==> src/c_token_classifier_top_assert.svh <==
// ----------------------------------------------------------------------------
// c_token_classifier_top_assert.svh
// assertion macros shared by the token classifier modules
// ----------------------------------------------------------------------------
`ifndef C_TOKEN_CLASSIFIER_TOP_ASSERT_SVH
`define C_TOKEN_CLASSIFIER_TOP_ASSERT_SVH

// condition holds at every edge out of reset
`define CTC_ASSERT_ALWAYS(label, clk, rst_n, cond, msg) \
  label: assert property (@(posedge clk) disable iff (!rst_n) (cond)) else $error(msg);

// consequent holds in the same cycle as the antecedent
`define CTC_ASSERT_IMPL(label, clk, rst_n, ante, cons, msg) \
  label: assert property (@(posedge clk) disable iff (!rst_n) (ante) |-> (cons)) else $error(msg);

`endif

==> src/ctc_pkg.sv <==
// ----------------------------------------------------------------------------
// ctc_pkg
// types, constants and keyword table of the c token classifier
// ----------------------------------------------------------------------------
package ctc_pkg;

  localparam int MAX_TOKEN_BYTES = 8;
  localparam int KEYWORD_COUNT   = 32;
  localparam int BYTE_W          = 8;
  localparam int TEXT_W          = 64;
  localparam int LEN_W           = 4;
  localparam int KWI_W           = 5;
  localparam int KIND_W          = 3;
  localparam int BIDX_W          = $clog2(TEXT_W / BYTE_W);
  localparam int QUEUE_DEPTH     = 4;

  // character codes
  localparam logic [BYTE_W-1:0] CH_PLUS   = 8'h2B;
  localparam logic [BYTE_W-1:0] CH_MINUS  = 8'h2D;
  localparam logic [BYTE_W-1:0] CH_STAR   = 8'h2A;
  localparam logic [BYTE_W-1:0] CH_SLASH  = 8'h2F;
  localparam logic [BYTE_W-1:0] CH_EQUAL  = 8'h3D;
  localparam logic [BYTE_W-1:0] CH_SPACE  = 8'h20;
  localparam logic [BYTE_W-1:0] CH_TAB    = 8'h09;
  localparam logic [BYTE_W-1:0] CH_NL     = 8'h0A;
  localparam logic [BYTE_W-1:0] CH_SEMI   = 8'h3B;
  localparam logic [BYTE_W-1:0] CH_LPAREN = 8'h28;
  localparam logic [BYTE_W-1:0] CH_RPAREN = 8'h29;
  localparam logic [BYTE_W-1:0] CH_LBRACE = 8'h7B;
  localparam logic [BYTE_W-1:0] CH_RBRACE = 8'h7D;
  localparam logic [BYTE_W-1:0] CH_LBRACK = 8'h5B;
  localparam logic [BYTE_W-1:0] CH_RBRACK = 8'h5D;
  localparam logic [BYTE_W-1:0] CH_COMMA  = 8'h2C;

  typedef enum logic [KIND_W-1:0] {
    KIND_OPERATOR   = 3'd0,
    KIND_SEPARATOR  = 3'd1,
    KIND_NUMBER     = 3'd2,
    KIND_KEYWORD    = 3'd3,
    KIND_IDENTIFIER = 3'd4
  } kind_t;

  typedef enum logic [1:0] {
    MODE_IDLE   = 2'd0,
    MODE_NUMBER = 2'd1,
    MODE_WORD   = 2'd2
  } mode_t;

  // one queue entry: a finished run and/or a one-byte token
  typedef struct packed {
    logic                has_flush;
    logic                flush_word;
    logic [TEXT_W-1:0]   flush_text;
    logic [LEN_W-1:0]    flush_len;
    logic                flush_trunc;
    logic                has_char;
    kind_t               char_kind;
    logic [BYTE_W-1:0]   char_byte;
  } rec_t;

  typedef struct packed {
    logic             hit;
    logic [KWI_W-1:0] idx;
  } kw_hit_t;

  // keyword names, string literals right aligned
  localparam logic [TEXT_W-1:0] KW_NAME [KEYWORD_COUNT] = '{
    64'("auto"),     64'("break"),    64'("case"),     64'("char"),
    64'("const"),    64'("continue"), 64'("default"),  64'("do"),
    64'("double"),   64'("else"),     64'("enum"),     64'("extern"),
    64'("float"),    64'("for"),      64'("goto"),     64'("if"),
    64'("int"),      64'("long"),     64'("register"), 64'("return"),
    64'("short"),    64'("signed"),   64'("sizeof"),   64'("static"),
    64'("struct"),   64'("switch"),   64'("typedef"),  64'("union"),
    64'("unsigned"), 64'("void"),     64'("volatile"), 64'("while")
  };

  function automatic logic is_digit(input logic [BYTE_W-1:0] c);
    return (c >= 8'h30) && (c <= 8'h39);
  endfunction

  function automatic logic is_alpha(input logic [BYTE_W-1:0] c);
    return ((c >= 8'h61) && (c <= 8'h7A)) || ((c >= 8'h41) && (c <= 8'h5A));
  endfunction

  function automatic logic is_operator(input logic [BYTE_W-1:0] c);
    return (c == CH_PLUS) || (c == CH_MINUS) || (c == CH_STAR) ||
           (c == CH_SLASH) || (c == CH_EQUAL);
  endfunction

  function automatic logic is_separator(input logic [BYTE_W-1:0] c);
    return (c == CH_SPACE) || (c == CH_TAB) || (c == CH_NL) || (c == CH_SEMI) ||
           (c == CH_LPAREN) || (c == CH_RPAREN) || (c == CH_LBRACE) ||
           (c == CH_RBRACE) || (c == CH_LBRACK) || (c == CH_RBRACK) ||
           (c == CH_COMMA);
  endfunction

  // number of bytes in a keyword name
  function automatic logic [LEN_W-1:0] kw_len(input int unsigned idx);
    logic [TEXT_W-1:0] s;
    logic [LEN_W-1:0]  n;
    s = KW_NAME[idx];
    n = '0;
    for (int j = 0; j < TEXT_W / BYTE_W; j++) begin
      if (s[BYTE_W*j +: BYTE_W] != 8'h00) n = n + 1'b1;
    end
    return n;
  endfunction

  // keyword packed first byte low, as the token buffer holds it
  function automatic logic [TEXT_W-1:0] kw_text(input int unsigned idx);
    logic [TEXT_W-1:0] s;
    logic [TEXT_W-1:0] t;
    int                n;
    s = KW_NAME[idx];
    t = '0;
    n = int'(kw_len(idx));
    for (int j = 0; j < TEXT_W / BYTE_W; j++) begin
      if (j < n) t[BYTE_W*j +: BYTE_W] = s[BYTE_W*(n-1-j) +: BYTE_W];
    end
    return t;
  endfunction

  // parallel compare against all keywords, lowest index wins
  function automatic kw_hit_t kw_match(input logic [TEXT_W-1:0] text,
                                       input logic [LEN_W-1:0] len,
                                       input logic trunc);
    kw_hit_t r;
    r = '0;
    for (int i = KEYWORD_COUNT - 1; i >= 0; i--) begin
      if (!trunc && (len == kw_len(i)) && (text == kw_text(i))) begin
        r.hit = 1'b1;
        r.idx = KWI_W'(i);
      end
    end
    return r;
  endfunction

endpackage

==> src/ctc_fifo.sv <==
// ----------------------------------------------------------------------------
// ctc_fifo
// small register queue between scanner front and token back end
// ----------------------------------------------------------------------------
module ctc_fifo (
  input  logic           clk,
  input  logic           rst_n,
  input  logic           wr_en,
  input  ctc_pkg::rec_t  wr_data,
  output logic           full,
  input  logic           rd_en,
  output ctc_pkg::rec_t  rd_data,
  output logic           empty
);
  import ctc_pkg::*;

  localparam int PTR_W = (QUEUE_DEPTH > 1) ? $clog2(QUEUE_DEPTH) : 1;
  localparam int CNT_W = $clog2(QUEUE_DEPTH + 1);

  rec_t             entry_r [QUEUE_DEPTH];
  logic [PTR_W-1:0] wr_ptr_r, wr_ptr_nxt;
  logic [PTR_W-1:0] rd_ptr_r, rd_ptr_nxt;
  logic [CNT_W-1:0] count_r, count_nxt;
  logic             do_wr, do_rd;

  assign full    = (count_r == CNT_W'(QUEUE_DEPTH));
  assign empty   = (count_r == '0);
  assign do_wr   = wr_en && !full;
  assign do_rd   = rd_en && !empty;
  assign rd_data = entry_r[rd_ptr_r];

  // pointer and fill count update
  always_comb begin
    wr_ptr_nxt = wr_ptr_r;
    rd_ptr_nxt = rd_ptr_r;
    count_nxt  = count_r;
    if (do_wr) begin
      wr_ptr_nxt = (wr_ptr_r == PTR_W'(QUEUE_DEPTH - 1)) ? '0 : wr_ptr_r + 1'b1;
    end
    if (do_rd) begin
      rd_ptr_nxt = (rd_ptr_r == PTR_W'(QUEUE_DEPTH - 1)) ? '0 : rd_ptr_r + 1'b1;
    end
    if (do_wr && !do_rd) begin
      count_nxt = count_r + 1'b1;
    end else if (do_rd && !do_wr) begin
      count_nxt = count_r - 1'b1;
    end
  end

  always_ff @(posedge clk) begin
    if (!rst_n) begin
      wr_ptr_r <= '0;
      rd_ptr_r <= '0;
      count_r  <= '0;
    end else begin
      wr_ptr_r <= wr_ptr_nxt;
      rd_ptr_r <= rd_ptr_nxt;
      count_r  <= count_nxt;
    end
  end

  // entry storage
  always_ff @(posedge clk) begin
    if (do_wr) begin
      entry_r[wr_ptr_r] <= wr_data;
    end
  end

endmodule

==> src/ctc_front.sv <==
// ----------------------------------------------------------------------------
// ctc_front
// scanner front: takes bytes, tracks the current run, queues token work
// ----------------------------------------------------------------------------
`include "c_token_classifier_top_assert.svh"

module ctc_front (
  input  logic                        clk,
  input  logic                        rst_n,
  input  logic [ctc_pkg::BYTE_W-1:0]  in_char_byte,
  input  logic                        in_end_of_input,
  input  logic                        push,
  output logic                        full,
  output logic                        q_push,
  output ctc_pkg::rec_t               q_wdata,
  input  logic                        q_full
);
  import ctc_pkg::*;

  mode_t              mode_r, mode_nxt;
  logic [TEXT_W-1:0]  buf_r, buf_nxt;
  logic [LEN_W-1:0]   cnt_r, cnt_nxt;
  logic               ovf_r, ovf_nxt;
  logic               accept;
  logic               dig, alpha, cont, flush, fresh;
  rec_t               rec;

  assign full   = q_full;
  assign accept = push && !q_full;
  assign dig    = is_digit(in_char_byte);
  assign alpha  = is_alpha(in_char_byte);

  // run tracking and queue entry build
  always_comb begin
    mode_nxt = mode_r;
    buf_nxt  = buf_r;
    cnt_nxt  = cnt_r;
    ovf_nxt  = ovf_r;
    rec      = '0;
    cont     = 1'b0;
    flush    = 1'b0;
    fresh    = 1'b0;

    unique case (mode_r)
      MODE_NUMBER: cont = dig;
      MODE_WORD:   cont = dig || alpha;
      default:     cont = 1'b0;
    endcase

    if (accept) begin
      if (in_end_of_input) begin
        flush = (mode_r == MODE_NUMBER) || (mode_r == MODE_WORD);
      end else begin
        flush = ((mode_r == MODE_NUMBER) || (mode_r == MODE_WORD)) && !cont;
        fresh = !cont;
      end

      // append to the running token, keep the first bytes only
      if (!in_end_of_input && cont) begin
        if (cnt_r < LEN_W'(MAX_TOKEN_BYTES)) begin
          buf_nxt[BYTE_W*cnt_r[BIDX_W-1:0] +: BYTE_W] = in_char_byte;
          cnt_nxt = cnt_r + 1'b1;
        end else begin
          ovf_nxt = 1'b1;
        end
      end

      // hand the finished run to the back end and go idle
      if (flush) begin
        rec.has_flush   = 1'b1;
        rec.flush_word  = (mode_r == MODE_WORD);
        rec.flush_text  = buf_r;
        rec.flush_len   = cnt_r;
        rec.flush_trunc = ovf_r;
        mode_nxt = MODE_IDLE;
        buf_nxt  = '0;
        cnt_nxt  = '0;
        ovf_nxt  = 1'b0;
      end

      // byte seen with no run pending
      if (fresh) begin
        if (is_operator(in_char_byte)) begin
          rec.has_char  = 1'b1;
          rec.char_kind = KIND_OPERATOR;
          rec.char_byte = in_char_byte;
        end else if (is_separator(in_char_byte)) begin
          rec.has_char  = 1'b1;
          rec.char_kind = KIND_SEPARATOR;
          rec.char_byte = in_char_byte;
        end else if (dig || alpha) begin
          mode_nxt = dig ? MODE_NUMBER : MODE_WORD;
          buf_nxt  = {{(TEXT_W - BYTE_W){1'b0}}, in_char_byte};
          cnt_nxt  = LEN_W'(1);
          ovf_nxt  = 1'b0;
        end
      end
    end

    q_push  = rec.has_flush || rec.has_char;
    q_wdata = rec;
  end

  // scan state register
  always_ff @(posedge clk) begin
    if (!rst_n) begin
      mode_r <= MODE_IDLE;
      buf_r  <= '0;
      cnt_r  <= '0;
      ovf_r  <= 1'b0;
    end else begin
      mode_r <= mode_nxt;
      buf_r  <= buf_nxt;
      cnt_r  <= cnt_nxt;
      ovf_r  <= ovf_nxt;
    end
  end

  // checks
  `CTC_ASSERT_ALWAYS(a_cnt_bound, clk, rst_n, cnt_r <= LEN_W'(MAX_TOKEN_BYTES), "run too long")
  `CTC_ASSERT_IMPL(a_idle_empty, clk, rst_n, mode_r == MODE_IDLE, (cnt_r == '0) && !ovf_r, "idle with data")
  `CTC_ASSERT_IMPL(a_push_on_accept, clk, rst_n, q_push, accept && !q_full, "queue write without item")

endmodule

==> src/ctc_back.sv <==
// ----------------------------------------------------------------------------
// ctc_back
// token back end: keyword compare, result formatting and output register
// ----------------------------------------------------------------------------
`include "c_token_classifier_top_assert.svh"

module ctc_back (
  input  logic                        clk,
  input  logic                        rst_n,
  input  ctc_pkg::rec_t               q_rdata,
  input  logic                        q_empty,
  output logic                        q_pop,
  output logic [ctc_pkg::KIND_W-1:0]  out_token_kind,
  output logic [ctc_pkg::TEXT_W-1:0]  out_token_text,
  output logic [ctc_pkg::LEN_W-1:0]   out_token_length,
  output logic                        out_truncated,
  output logic [ctc_pkg::KWI_W-1:0]   out_keyword_index,
  output logic                        out_last_of_run,
  output logic                        empty,
  input  logic                        pop
);
  import ctc_pkg::*;

  logic               valid_r, valid_nxt;
  logic               part_r, part_nxt;
  kind_t              kind_r, kind_nxt;
  logic [TEXT_W-1:0]  text_r, text_nxt;
  logic [LEN_W-1:0]   len_r, len_nxt;
  logic               trunc_r, trunc_nxt;
  logic [KWI_W-1:0]   kwi_r, kwi_nxt;
  logic               last_r, last_nxt;
  logic               load, fire, second;
  kw_hit_t            kw;

  assign load   = !valid_r || pop;
  assign fire   = load && !q_empty;
  assign second = part_r || !q_rdata.has_flush;
  assign kw     = kw_match(q_rdata.flush_text, q_rdata.flush_len, q_rdata.flush_trunc);

  // pick the next result from the queue head
  always_comb begin
    kind_nxt  = kind_r;
    text_nxt  = text_r;
    len_nxt   = len_r;
    trunc_nxt = trunc_r;
    kwi_nxt   = kwi_r;
    last_nxt  = last_r;
    part_nxt  = part_r;
    valid_nxt = load ? 1'b0 : valid_r;
    q_pop     = 1'b0;

    if (fire) begin
      valid_nxt = 1'b1;
      if (second) begin
        kind_nxt  = q_rdata.char_kind;
        text_nxt  = {{(TEXT_W - BYTE_W){1'b0}}, q_rdata.char_byte};
        len_nxt   = LEN_W'(1);
        trunc_nxt = 1'b0;
        kwi_nxt   = '0;
        last_nxt  = 1'b1;
        part_nxt  = 1'b0;
        q_pop     = 1'b1;
      end else begin
        if (!q_rdata.flush_word) begin
          kind_nxt = KIND_NUMBER;
          kwi_nxt  = '0;
        end else if (kw.hit) begin
          kind_nxt = KIND_KEYWORD;
          kwi_nxt  = kw.idx;
        end else begin
          kind_nxt = KIND_IDENTIFIER;
          kwi_nxt  = '0;
        end
        text_nxt  = q_rdata.flush_text;
        len_nxt   = q_rdata.flush_len;
        trunc_nxt = q_rdata.flush_trunc;
        last_nxt  = !q_rdata.has_char;
        part_nxt  = q_rdata.has_char;
        q_pop     = !q_rdata.has_char;
      end
    end
  end

  // control registers
  always_ff @(posedge clk) begin
    if (!rst_n) begin
      valid_r <= 1'b0;
      part_r  <= 1'b0;
    end else begin
      valid_r <= valid_nxt;
      part_r  <= part_nxt;
    end
  end

  // result payload
  always_ff @(posedge clk) begin
    kind_r  <= kind_nxt;
    text_r  <= text_nxt;
    len_r   <= len_nxt;
    trunc_r <= trunc_nxt;
    kwi_r   <= kwi_nxt;
    last_r  <= last_nxt;
  end

  assign empty             = !valid_r;
  assign out_token_kind    = kind_r;
  assign out_token_text    = text_r;
  assign out_token_length  = len_r;
  assign out_truncated     = trunc_r;
  assign out_keyword_index = kwi_r;
  assign out_last_of_run   = last_r;

  // checks
  `CTC_ASSERT_IMPL(a_part_head, clk, rst_n, part_r, !q_empty && q_rdata.has_char, "second half lost")
  `CTC_ASSERT_IMPL(a_kw_not_trunc, clk, rst_n, valid_r && (kind_r == KIND_KEYWORD), !trunc_r, "truncated keyword")
  `CTC_ASSERT_IMPL(a_kwi_zero, clk, rst_n, valid_r && (kind_r != KIND_KEYWORD), kwi_r == '0, "stray keyword index")

endmodule

==> src/c_token_classifier_top.sv <==
// ----------------------------------------------------------------------------
// c_token_classifier_top
// c lexical scanner: bytes in, classified tokens out
// ----------------------------------------------------------------------------
//  channel  | ports                                  | handshake
//  ---------+----------------------------------------+----------------------
//  input    | in_char_byte, in_end_of_input          | push / full
//  result   | out_token_kind .. out_last_of_run      | empty / pop
//
// one item is taken per cycle while the four-entry queue has room
// an item that gives two results stays at the queue head until its second result is loaded
// a result passes through a queue entry and then the output register after its item is accepted
// synchronous active-low reset empties the queue and the output register
// a stalled result side backs up through the queue to full
// ----------------------------------------------------------------------------
module c_token_classifier_top (
  input  logic                        clk,
  input  logic                        rst_n,
  input  logic [ctc_pkg::BYTE_W-1:0]  in_char_byte,
  input  logic                        in_end_of_input,
  input  logic                        push,
  output logic                        full,
  output logic [ctc_pkg::KIND_W-1:0]  out_token_kind,
  output logic [ctc_pkg::TEXT_W-1:0]  out_token_text,
  output logic [ctc_pkg::LEN_W-1:0]   out_token_length,
  output logic                        out_truncated,
  output logic [ctc_pkg::KWI_W-1:0]   out_keyword_index,
  output logic                        out_last_of_run,
  output logic                        empty,
  input  logic                        pop
);
  import ctc_pkg::*;

  logic              q_push, q_full, q_pop, q_empty;
  rec_t              q_wdata, q_rdata;

  // scanner front
  ctc_front u_front (
    .clk             (clk),
    .rst_n           (rst_n),
    .in_char_byte    (in_char_byte),
    .in_end_of_input (in_end_of_input),
    .push            (push),
    .full            (full),
    .q_push          (q_push),
    .q_wdata         (q_wdata),
    .q_full          (q_full)
  );

  // work queue
  ctc_fifo u_queue (
    .clk     (clk),
    .rst_n   (rst_n),
    .wr_en   (q_push),
    .wr_data (q_wdata),
    .full    (q_full),
    .rd_en   (q_pop),
    .rd_data (q_rdata),
    .empty   (q_empty)
  );

  // token back end
  ctc_back u_back (
    .clk               (clk),
    .rst_n             (rst_n),
    .q_rdata           (q_rdata),
    .q_empty           (q_empty),
    .q_pop             (q_pop),
    .out_token_kind    (out_token_kind),
    .out_token_text    (out_token_text),
    .out_token_length  (out_token_length),
    .out_truncated     (out_truncated),
    .out_keyword_index (out_keyword_index),
    .out_last_of_run   (out_last_of_run),
    .empty             (empty),
    .pop               (pop)
  );

endmodule
==> config.mk <==
export PLATFORM = sky130hd
export DESIGN_NAME = c_token_classifier_top
export DESIGN_NICKNAME = d
export VERILOG_FILES = /design/src/ctc_pkg.sv /design/src/ctc_fifo.sv /design/src/ctc_front.sv /design/src/ctc_back.sv /design/src/c_token_classifier_top.sv
export VERILOG_INCLUDE_DIRS = /design/src /design/src/src
export SDC_FILE = /design/constraint.sdc
export NUM_CORES = 1
export LEC_CHECK = 0
export BUFFER_PORTS_ARGS = -buffer_cell sky130_fd_sc_hd__buf_2
export CAP_MARGIN = 10
export CORE_ASPECT_RATIO = 0.75
export CORE_MARGIN = 3
export CORE_UTILIZATION = 58
export CTS_BUF_LIST = sky130_fd_sc_hd__clkbuf_8
export CTS_CLUSTER_DIAMETER = 30
export DETAILED_ROUTE_END_ITERATION = 12
export PLACE_DENSITY = 0.8
export SETUP_SLACK_MARGIN = 0.05
export SYNTH_ARGS = -nofsm -noshare
export SYNTH_HDL_FRONTEND = slang
export SYNTH_HIERARCHICAL = 1
export SYNTH_SLANG_ARGS = --single-unit
==> constraint.sdc <==
create_clock -name clk -period 6.2 [get_ports clk]
set_input_delay 0.62 -clock clk [delete_from_list [all_inputs] [get_ports clk]]
set_output_delay 0.62 -clock clk [all_outputs]
set_load 0.005 [all_outputs]
==> metrics, run 1 <==
# IOs 93; Switching Fraction 28.5%; clock root buffer master clkbuf_8; Leak Pwr 7.89 nW; row count 61; initial antenna violation count 2; H-Tree Depth 3; postcts setup bufs 0; Residual DRC 0; Reg2Reg Depth 9; HPWL Detailed 41600 µm; Clk pwr share 33.4%; grt total ovfl 0; first-pass GRT wire length 90900 µm; f_max 215 MHz; yosys warns 6; Finished Layout Cells 2235; CTS tree yes; flops & latches, synth 492; crit path time final 4650 ps; Final GP Congestion 1.01; Worst-Margin Slew 972 ps; pin count of the biggest net entering global routing 71; run status completed; combinational share of power 18.5%; area grow syn2layout 10.9%; most common cell after layout, fill and taps aside edfxtp_1; Post-CTS Resized 0; part of the power in registers 48.1%; crit path kind reg2reg; Global Route Usage Sum 30.1%; worst path required time 6580 ps; Via density 6.71; final setup margin 1550 ps; Synth area leaders edfxtp_1 56%, mux4_2 8.5%, dfxtp_1 7.4%, and2_1 4.0%, nand2_1 2.1%; Net Switching 2.44 mW; highest-count cells in the layout ignoring fill and taps 410 x edfxtp_1, 137 x and2_1, 124 x nand2_1; via count 14988; final period utilization 74.9%; iteration count of the initial detailed-routing pass 6; DIE HEIGHT 175 µm; slew margin rel. 35.0%; setup_tns 0 ps; Synth cell types 96; Post-Syn Area 22100 µm²; clock-pin slew on the worst setup and hold paths 60 ps; Post-Syn Area per Cell 14.1 µm²; crit path DAT 5030 ps; Port Buffer Count 92; RSZ-0062 raised after global routing false; Hold Fails Final Rpt 0; drt wl/cell 27.3 µm; TritonCTS buffer count 81; Pwr Density 349 nW/µm²; DRT antenna net count 0; post-synthesis sequential area ratio 63.1%; CP endpoint u_back/out_token_kind[2]$_DFFE_PP_; clock sink total 492; area leader, netlist edfxtp_1; Hold Path Stages 3; reg2reg end u_back/out_token_kind[2]$_DFFE_PP_; hold_buf cts 0; max-slew violations 0; area share of the largest cell type after synthesis 55.7%; IR drop worst, VDD 260 µV; share of cells above drive strength 1 21.7%; worst clock skew 29.7 ps; area after detailed placement 22900 µm²; dpl ws 1630 ps; startpoint class of the critical path register; reg2reg setup slack 1550 ps; die width 231 µm; Detailed Route Iter0 Violations 2307; cell area after layout 24500 µm²; dominant synthesized flop cell edfxtp_1; core area 37300 µm²; Hold Path Class in2reg; Final Core Density 65.7%; final setup violation count 0; Pint 6.12 mW; crit end category register; vias in the first global route 14320; maximum clock insertion buffer count 3; ant diodes 0; ys async rst share 0%; Gate Count Post-Synth 1569; crit path max fanout 37; Post-Place Cells 2085; Die Footprint 40500 µm²; Max Cap Viol 0; Initial Utilization 59.2%; Clock Latency Late Sink 630 ps; Post-synth EDFFs 410; nets 1689; final wirelength 60900 µm
-- metrics by stage --
step                power, mW  hold WS [ps]
detailed placement       5.75           436
global route             8.89           324
finish                   8.55           342
floorplan                5.14           420
CTS                      8.59           309
global placement         5.72           431
-- state kept, by name (all words and copies together), names as in the netlist, 2 cells and up, named ones only --
signal	count
u_front/mode_r	2
u_queue/rd_ptr_r	2
u_front/cnt_r	4
u_front/buf_r	64
u_queue/entry_r	332
u_back/out_token_kind	3
u_queue/wr_ptr_r	2
u_back/out_token_text	64
u_back/out_keyword_index	5
u_queue/count_r	3
u_back/out_token_length	4
-- worst min-delay path by stage --
stage,start,end,slack (ps)
after global routing,pop,u_back/valid_r$_SDFFE_PN0P_,320
after floorplan,u_front/buf_r[7]$_SDFFE_PN0P_,u_front/buf_r[7]$_SDFFE_PN0P_,420
final,pop,u_back/valid_r$_SDFFE_PN0P_,340
after CTS,pop,u_back/valid_r$_SDFFE_PN0P_,310
after detailed placement,u_front/buf_r[7]$_SDFFE_PN0P_,u_front/buf_r[7]$_SDFFE_PN0P_,440
after global placement,u_front/buf_r[7]$_SDFFE_PN0P_,u_front/buf_r[7]$_SDFFE_PN0P_,430
-- worst max-delay path, cell delays in order, from the launching register on --
cell and delay, ps:
dfxtp_4 660, buf_12 340, mux4_2 700, nor4_1 450, nand4_1 470, or4_4 720, a2111o_1 470, or4b_4 260
nor4_2 50, a22o_1 200
-- cell type report --
class,instances,area [µm²]
Timing Repair Buffer,114,663
Fill cell,2563,12800
Inverter,16,60.1
Clock inverter,60,427
Multi-Input combinational cell,959,7540
Sequential cell,492,14000
Tap cell,504,631
Clock buffer,90,1240
-- cell usage after synthesis, types with 6 or more instances --
| library cell | instances |
|---|---|
| buf_4 | 14 |
| nor4_1 | 58 |
| nor3_1 | 25 |
| nand2_1 | 124 |
| o21ai_1 | 50 |
| nand4bb_1 | 12 |
| mux4_2 | 83 |
| buf_2 | 27 |
| edfxtp_1 | 410 |
| nand4_1 | 25 |
| or4bb_1 | 7 |
| nor4b_1 | 13 |
| nor4bb_1 | 6 |
| ha_1 | 11 |
| a22oi_1 | 14 |
| buf_6 | 13 |
| nand4b_1 | 15 |
| or3_1 | 7 |
| nand2b_1 | 15 |
| a32oi_1 | 14 |
| a31oi_1 | 13 |
| nand3_1 | 47 |
| or4_1 | 19 |
| nor2_1 | 43 |
| a21oi_1 | 39 |
| o21ai_0 | 22 |
| inv_1 | 15 |
| nor2b_1 | 18 |
| dfxtp_1 | 82 |
| nand3b_1 | 9 |
| clkbuf_1 | 43 |
| and2_1 | 141 |
| and3_1 | 9 |
-- kinds of logic after synthesis --
family | Yosys count | synth area share, %
simple gates | 655 | 18.5
fa+ha+maj | 12 | 0.713
buf+inv | 120 | 2.93
compound gates | 200 | 6.06
other cells | 1 | 0.0170
xor+xnor | 3 | 0.119
mux | 86 | 8.59
flops | 492 | 63.1
-- layer usage --
metal  track usage (%)  vias up  share of wire, %
met4              7.38        4               2.4
met5                 0        -             0.076
met1              45.9     7428                41
met3              7.84      140                12
met2              43.8     1055                44
li1                  -     6361                 -
-- power by group through the flow --
stage | combinational [mW] | clock, mW | sequential [mW]
global placement | 1.55 | 0 | 4.18
detailed placement | 1.56 | 0 | 4.19
finish | 1.58 | 2.86 | 4.12
floorplan | 0.917 | 0 | 4.22
global route | 1.68 | 3.06 | 4.15
CTS | 1.57 | 2.90 | 4.12
No activity file was read; power rests on OpenSTA's default activity.
==> inputs of run 2 (changes only) <==
clock period = 4 ns   (was 6.2 ns; I/O delays follow)
==> run 2 against run 1 <==
Net effect:
- via count up 0.94%
- clock power up 62%
- count of clock-buffer cells in the layout fell by 2
- wire length up 2.2%
- first-iteration DRC count down 7.0%
- global-route usage rose by 0.89 points
- flip-flop and latch count did not move
- critical path depth is 1 higher
- maximum frequency is 19% higher
- sequential power grew 54%
- clock skew decreased by 5.7 ps
- largest cell class unchanged
- highest routed layer unchanged
==> metrics, run 2 (synthesized netlist as in run 1, its figures left out) <==
row count 61; worst path required time 4370 ps; clock sink total 492; clock-pin slew on the worst setup and hold paths 60 ps; maximum clock insertion buffer count 3; CTS tree yes; Leak Pwr 8.43 nW; Hold Path Class in2reg; vias in the first global route 14587; startpoint class of the critical path register; f_max 257 MHz; slew margin rel. 35.2%; Port Buffer Count 92; Worst-Margin Slew 970 ps; Via density 6.45; run status completed; HPWL Detailed 44900 µm; final setup margin 110 ps; Residual DRC 0; worst clock skew 23.9 ps; die width 231 µm; share of cells above drive strength 1 26.9%; Multi-input gate area 7560 µm²; pin count of the biggest net entering global routing 71; highest-count cells in the layout ignoring fill and taps 410 x edfxtp_1, 137 x and2_1, 124 x nand2_1; Detailed Route Iter0 Violations 2146; # IOs 93; final setup violation count 0; core area 37300 µm²; Final GP Congestion 1.02; setup_tns 0 ps; iteration count of the initial detailed-routing pass 6; crit path DAT 4260 ps; clock root buffer master clkbuf_8; Initial Utilization 59.2%; Global Route Usage Sum 31.0%; via count 15129; crit path time final 3890 ps; grt total ovfl 0; Reg area 14000 µm²; most common cell after layout, fill and taps aside edfxtp_1; max reg flops 332; initial antenna violation count 2; drt wl/cell 26.5 µm; RSZ-0062 raised after global routing false; dpl ws 191 ps; Die Footprint 40500 µm²; Max Cap Viol 0; max-slew violations 0; DRT antenna net count 0; area grow syn2layout 15.5%; crit path kind reg2reg; Top reg by flops u_queue/entry_r; TritonCTS buffer count 83; nets 1796; Pwr Density 533 nW/µm²; DIE HEIGHT 175 µm; final period utilization 97.2%; FILL cells 2505; Clock Latency Late Sink 640 ps; Hold Fails Final Rpt 0; crit path max fanout 8; first-pass GRT wire length 93400 µm; IR drop worst, VDD 402 µV; crit end category register; final wirelength 62300 µm; H-Tree Depth 3
-- run 2: changes by cell type in the layout (fill, tap and decap cells not counted), sizes merged --
cell and delta:
clkbuf -2, bufinv +1, inv -8, diode +1, clkinvlp +1, clkinv +14
buf +105
-- run 2: path summary, 6_finish.rpt --
| path | cells past startpoint | from | slack, ps | endpoint |
|---|---|---|---|---|
| min reg2reg | 2 | u_front/buf_r[7]$_SDFFE_PN0P_ | 450 | u_front/buf_r[7]$_SDFFE_PN0P_ |
| min | 3 | pop | 90 | u_back/valid_r$_SDFFE_PN0P_ |
| max reg2reg | 10 | register | 110 | u_back/out_token_kind[2]$_DFFE_PP_ |
| max | 10 | register | 110 | u_back/out_token_kind[2]$_DFFE_PP_ |
-- run 2: metrics by stage --
stage	std cells	cell area [µm²]	hold WS, ps	power (mW)	util [%]
after floorplan	1571	22100	420	7.92	-
after detailed placement	2190	23800	436	9.08	63.7
after global routing	2347	25500	121	14.2	68.4
after global placement	2190	23800	434	9.01	63.7
final	2347	25500	93.9	13.6	68.4
after CTS	2346	25500	55.2	13.7	68.4
-- run 2: layout make-up --
cell class                 instances  share of cell area, %
timing repair buffer             219                   6.17
clock inverter                    68                   2.13
sequential                       492                   54.7
multi-input combinational        959                   29.6
inverter                          16                  0.235
tap                              504                   2.47
clock buffer                      88                   4.74
antenna                            1                0.00980
-- run 2: critical path: stages, from the launching register on --
cell	delay, ps
dfxtp_4	420
buf_4	230
mux4_2	610
or4bb_1	610
nor4_1	560
nor4b_1	330
buf_4	170
a32o_1	250
or4b_4	180
nor4_2	40
a22o_1	200
-- run 2: per-layer routing --
| metal | part of all wire, % | GRT usage (%) |
|---|---|---|
| met1 | 43 | 47.6 |
| met2 | 43 | 44.6 |
| met3 | 11 | 7.43 |
| met4 | 2.8 | 8.95 |
| met5 | 0.021 | 0 |
-- run 2: where the power goes --
group          leakage, nW  total (mW)  internal (mW)  switching (mW)
registers             4.43        6.35           6.19           0.152
clock network        0.931        4.63           2.50            2.12
logic                 3.07        2.65           1.02            1.63
-- run 2: what timing repair did --
item                       CTS  global route
setup endpoints to repair    0             2
resized for setup            0             2
hold buffers                 0             0
setup buffers                0             0
